## config.mk

```make
export PLATFORM = sky130hd
export DESIGN_NAME = rmscm_sqrt
export DESIGN_NICKNAME = d
export VERILOG_FILES = /design/src/rtl/assert_macros.svh /design/src/rtl/rmscm_pkg.sv /design/src/rtl/rmscm_sqrt.sv
export SDC_FILE = /design/constraint.sdc
export NUM_CORES = 2
export LEC_CHECK = 0
export BUFFER_PORTS_ARGS = -buffer_cell sky130_fd_sc_hd__clkbuf_2
export CAP_MARGIN = 20
export CELL_PAD_IN_SITES_DETAIL_PLACEMENT = 1
export CELL_PAD_IN_SITES_GLOBAL_PLACEMENT = 1
export CORE_AREA = 2 2 807 407
export DETAILED_ROUTE_END_ITERATION = 10
export DIE_AREA = 0 0 809 409
export PLACE_DENSITY_LB_ADDON = 0.1
export SLEW_MARGIN = 0
export SYNTH_ARGS = -nofsm -noshare
export SYNTH_HDL_FRONTEND = slang
export SYNTH_SLANG_ARGS = --single-unit
```

## constraint.sdc

```tcl
create_clock -name clk -period 294.5 [get_ports clk]
set_input_delay 14.725 -clock clk [delete_from_list [all_inputs] [get_ports clk]]
set_output_delay 14.725 -clock clk [all_outputs]
set_load 0.02 [all_outputs]
```

## src/rtl/assert_macros.svh

```systemverilog
// Assertion macros used by the top level of the centered RMSprop update block.
`ifndef ASSERT_MACROS_SVH
`define ASSERT_MACROS_SVH

// Same-cycle implication, checked outside reset.
`define ASSERT_IMPLY(name, clk, rst, ante, cons) \
  name: assert property (@(posedge clk) disable iff (rst) (ante) |-> (cons)) \
    else $error("rmscm: implication check failed");

// Next-cycle implication, checked outside reset.
`define ASSERT_NEXT(name, clk, rst, ante, cons) \
  name: assert property (@(posedge clk) disable iff (rst) (ante) |=> (cons)) \
    else $error("rmscm: next-cycle check failed");

`endif

```

## src/rtl/rmscm_pkg.sv

```systemverilog
// Shared constants and types of the centered RMSprop update block.
package rmscm_pkg;

  localparam int ELEMENT_COUNT = 1024;
  localparam int IDX_W         = 10;
  localparam int VALUE_W       = 32;
  localparam int CFG_DATA_W    = 25;

  // Root of a 56-bit radicand has 28 bits; the dividend is step times |g|.
  localparam int ROOT_W = 28;
  localparam int RAD_W  = 2 * ROOT_W;
  localparam int DVD_W  = 56;
  localparam int DVS_W  = ROOT_W;

  localparam logic [16:0] ONE_Q16 = 17'd65536;
  localparam logic [24:0] ONE_Q24 = 25'd16777216;

  localparam logic [16:0] DECAY_RESET    = 17'd62259;
  localparam logic [16:0] MOMENTUM_RESET = 17'd58982;
  localparam logic [24:0] STEP_RESET     = 25'd167772;
  localparam logic [24:0] EPS_RESET      = 25'd17;

  typedef enum logic [1:0] {
    REG_DECAY    = 2'd0,
    REG_MOMENTUM = 2'd1,
    REG_STEP     = 2'd2,
    REG_EPS      = 2'd3
  } cfg_reg_t;

  // Sideband that travels with an item through the long arithmetic pipes.
  typedef struct packed {
    logic                      valid;
    logic [IDX_W-1:0]          idx;
    logic signed [VALUE_W-1:0] weight;
    logic                      neg;
    logic                      flag;
  } tag_t;

endpackage

```

## src/rtl/rmscm_sqrt.sv

```systemverilog
// Pipelined integer square root, one root bit per stage.
module rmscm_sqrt (
  input  logic                           clk,
  input  logic                           rst,
  input  logic                           en,
  input  rmscm_pkg::tag_t                in_tag,
  input  logic [rmscm_pkg::RAD_W-1:0]    in_rad,
  input  logic [rmscm_pkg::DVD_W-1:0]    in_dvd,
  output rmscm_pkg::tag_t                out_tag,
  output logic [rmscm_pkg::ROOT_W-1:0]   out_root,
  output logic [rmscm_pkg::DVD_W-1:0]    out_dvd
);

  rmscm_pkg::tag_t                 tag_q  [0:rmscm_pkg::ROOT_W];
  logic [rmscm_pkg::RAD_W-1:0]     rad_q  [0:rmscm_pkg::ROOT_W];
  logic [rmscm_pkg::ROOT_W:0]      rem_q  [0:rmscm_pkg::ROOT_W];
  logic [rmscm_pkg::ROOT_W-1:0]    root_q [0:rmscm_pkg::ROOT_W];
  logic [rmscm_pkg::DVD_W-1:0]     dvd_q  [0:rmscm_pkg::ROOT_W];

  assign tag_q[0]  = in_tag;
  assign rad_q[0]  = in_rad;
  assign rem_q[0]  = '0;
  assign root_q[0] = '0;
  assign dvd_q[0]  = in_dvd;

  for (genvar k = 0; k < rmscm_pkg::ROOT_W; k++) begin : g_stage
    logic [rmscm_pkg::ROOT_W+2:0] rem_try;
    logic [rmscm_pkg::ROOT_W+2:0] trial;
    logic [rmscm_pkg::ROOT_W+2:0] diff;
    logic                         ge;

    // Bring down the next radicand pair and try the next root bit.
    assign rem_try = {rem_q[k], rad_q[k][rmscm_pkg::RAD_W-1 -: 2]};
    assign trial   = {1'b0, root_q[k], 2'b01};
    assign ge      = (rem_try >= trial);
    assign diff    = rem_try - trial;

    always_ff @(posedge clk) begin
      if (rst) begin
        tag_q[k+1].valid <= 1'b0;
      end else if (en) begin
        tag_q[k+1]  <= tag_q[k];
        rad_q[k+1]  <= {rad_q[k][rmscm_pkg::RAD_W-3:0], 2'b00};
        rem_q[k+1]  <= ge ? diff[rmscm_pkg::ROOT_W:0] : rem_try[rmscm_pkg::ROOT_W:0];
        root_q[k+1] <= {root_q[k][rmscm_pkg::ROOT_W-2:0], ge};
        dvd_q[k+1]  <= dvd_q[k];
      end
    end
  end

  assign out_tag  = tag_q[rmscm_pkg::ROOT_W];
  assign out_root = root_q[rmscm_pkg::ROOT_W];
  assign out_dvd  = dvd_q[rmscm_pkg::ROOT_W];

endmodule

```

==> results.json <==
{
  "outcome": "finished, final reports clean",
  "syn_inst": 9798,
  "post_cts_resized": 0,
  "yosys-top-cells-area": "edfxtp_1 81%, ha_1 3.1%, xnor2_1 1.6%",
  "htree_levels": 5,
  "synth_edf_count": 4705,
  "fin_skew_ns": 0.0569,
  "initial_utilization_pct": 53.8,
  "critPathLaunchType": "input pin",
  "end_kind": "flip-flop",
  "fin_tns_setup_ns": 0,
  "ys_seq_area_share_pct": 81.4,
  "cts_setup_buffers": 0,
  "cts.clk_slew.worst_paths_ns": 0.06,
  "slowest_stage": "buf_4",
  "ir_worst_vdd_mv": 0.00523,
  "floorplan.io_pins": 289,
  "yosysWarnings": 0,
  "gp_congestion": 0.908,
  "first_pass_iters": 5,
  "synth_cell_types": 88,
  "postSynth.asyncResetShare_pct": 0,
  "grt_pass1_vias": 83000,
  "synth_seq_cells": 4733,
  "portBuffers": 288,
  "dp_hpwl_mm": 223,
  "overflow": 0,
  "grt_usage_pct": 19.5,
  "finalCritPeriodShare_pct": 7.49,
  "drv_slew": 0,
  "clk_latency_ns": 0.94,
  "hold_violations": 0,
  "grt_pass1_wl_mm": 500,
  "postCtsHoldBufs": 0,
  "diodes": 0,
  "die-width_um": 809,
  "clock_sinks": 4733,
  "wl_mm": 327,
  "path_common_cell": "buf_4",
  "min_period_ns": 22.06,
  "hold_slack_ns": 0.395,
  "yosysTopAreaCellShare_pct": 81.1,
  "min_path_type": "flip-flop to flip-flop",
  "rsz0062_at_grt": "no",
  "layout.nets": 11000,
  "netlist_area_um2": 174000,
  "p_leak_nw": 67.3,
  "vias": 82100,
  "antenna_left": 0,
  "drt_iter0_drc": 7467,
  "max_freq_mhz": 45.3,
  "floorplan.rows": 148,
  "finalSetupViolations": 0,
  "cap_viol_max_count": 0,
  "numCtsBuffers": 403,
  "synth_top_cell_by_area": "edfxtp_1",
  "tightest_slew_ns": 1.16,
  "cts_buffer_depth": 4,
  "cp_slowest_stage_delay_ns": 0.79,
  "syn_area_per_cell_um2": 17.8,
  "grt_max_degree": 208,
  "grt_antenna_before_repair": 8,
  "slew_headroom_pct": 22.1,
  "layout-drive-gt1-share_pct": 10.1,
  "routed_via_density": 5.47,
  "crit_required_ns": 295.01,
  "powerDensity_nw_per_um2": 7.15,
  "die_area_um2": 331000,
  "crit_path_max_fanout": 190,
  "cts_root_buf": "clkbuf_16",
  "avgRoutedWirePerCell_um": 21.8,
  "dominantRegCellSynth": "edfxtp_1",
  "coreArea_um2": 324000,
  "detail_route.drc_violations": 0,
  "cp.arrival_ns": 22.56,
  "area_growth_syn_to_layout_pct": 11.1,
  "path_class": "input pin to flip-flop",
  "synth_nets": 10400,
  "crit_chain": "clkbuf_2, nor2b_4, buf_4, buf_16, buf_4, buf_12, buf_4, buf_12, buf_4, buf_4, buf_4, buf_4",
  "fp.dieH_um": 409,
  "cts_tree": "done"
}
-- critical path, delay by kind of cell --
kind / cells / cell delay, ns
buffers and inverters: 11 / 6.98
AND/OR/NAND/NOR: 1 / 0.31
-- cell usage after synthesis (19+ instances only) --
cell type and number:
a21o_1 140, nand2b_1 74, nor2b_1 57, buf_4 101, inv_1 540, o21ai_0 328
mux2i_1 36, xor2_1 294, or4_1 50, or2_2 39, o21a_1 83, mux2_2 63
nand4_1 62, dfxtp_1 28, clkbuf_1 108, nor3_1 147, edfxtp_1 4705, or3_1 69
a31oi_1 31, nand3b_1 19, nor4_1 93, nand3_1 101, o21bai_1 35, nand2_1 456
xnor2_1 315, and3_1 38, a211oi_1 34, and2_1 24, o31ai_1 45, o211ai_1 30
a21oi_1 456, ha_1 436, nor2_1 509
-- layout make-up --
| type | instances | area [um^2] |
|---|---|---|
| flip-flops and latches | 4733 | 142000 |
| fillers | 28500 | 130000 |
| multi-input cells | 4299 | 29100 |
| clock buffers | 478 | 10500 |
| well taps | 4350 | 5440 |
| repair buffers | 376 | 2300 |
| clock inverters | 243 | 2230 |
| inverters | 543 | 2040 |
-- through the flow --
stage               total power [W]  setup slack, ns  cell area [um^2]  std cells  utilization, %
floorplan                   0.00108            63.29            174000       9798               -
global placement           0.000873           271.04            181000      14300            55.7
detailed placement         0.000878           270.72            181000      14300            55.7
CTS                         0.00140           271.79            193000      15000            59.7
global route                0.00143           271.79            194000      15000            59.7
finish                      0.00138           272.44            194000      15000            59.7
-- layout by cell type (no fill, tap or decap), types with 70 or more instances in the layout --
cell type / instances
o21a_1: 83
nand3_1: 101
o21ai_0: 328
clkbuf_16: 409
xor2_1: 294
nor4_1: 93
a21oi_1: 456
xnor2_1: 315
edfxtp_1: 4705
ha_1: 436
nand2_1: 455
clkinv_1: 91
a21o_1: 139
clkinv_2: 80
inv_1: 540
nor2_1: 509
clkbuf_2: 289
buf_4: 70
nand2b_1: 74
nor3_1: 147
-- power breakdown --
part,switching (W),internal [W]
combinational,0.0000509,0.0000264
sequential,0.0000134,0.000774
clock,0.000234,0.000285
total,0.000299,0.00109
-- cell families (layout without fill, tap and decap cells) --
kind of cell	after synthesis	in the layout	synth area share, %
compound gates	1358	1358	4.84
xor+xnor	609	609	3.06
fa+ha+maj	436	436	3.13
buf+inv	766	1640	1.87
flops	4733	4733	81.4
mux	99	99	0.614
other cells	1	1	0.00215
simple gates	1796	1796	5.03
-- path summary, 6_finish.rpt --
| path | startpoint | to | slack [ns] | depth (start not counted) |
|---|---|---|---|---|
| min reg2reg | tag_q[996] | tag_q[951] | 0.39 | 0 |
| max | en | dvd_q[917] | 272.44 | 12 |
| max reg2reg | g_stage[25].rem_try[5] | g_stage[26].rem_try[30] | 289.38 | 13 |
| min | tag_q[996] | tag_q[951] | 0.39 | 0 |
-- registers in the layout, summed over array words and instances (netlist names) --
name             count
rad_q              702
dvd_q             1512
out_tag             45
out_dvd             56
out_root            28
g_stage.trial      378
tag_q             1215
g_stage.rem_try    797
-- routing by layer --
| layer | GRT usage (%) | part of all wire, % | vias up |
|---|---|---|---|
| li1 | - | - | 38300 |
| met1 | 32.5 | 51 | 41500 |
| met2 | 26.8 | 41 | 1926 |
| met3 | 3.95 | 6.6 | 393 |
| met4 | 3.62 | 1.6 | 0 |
| met5 | 0 | 0 | - |
Power figures use the tool's default switching activity.
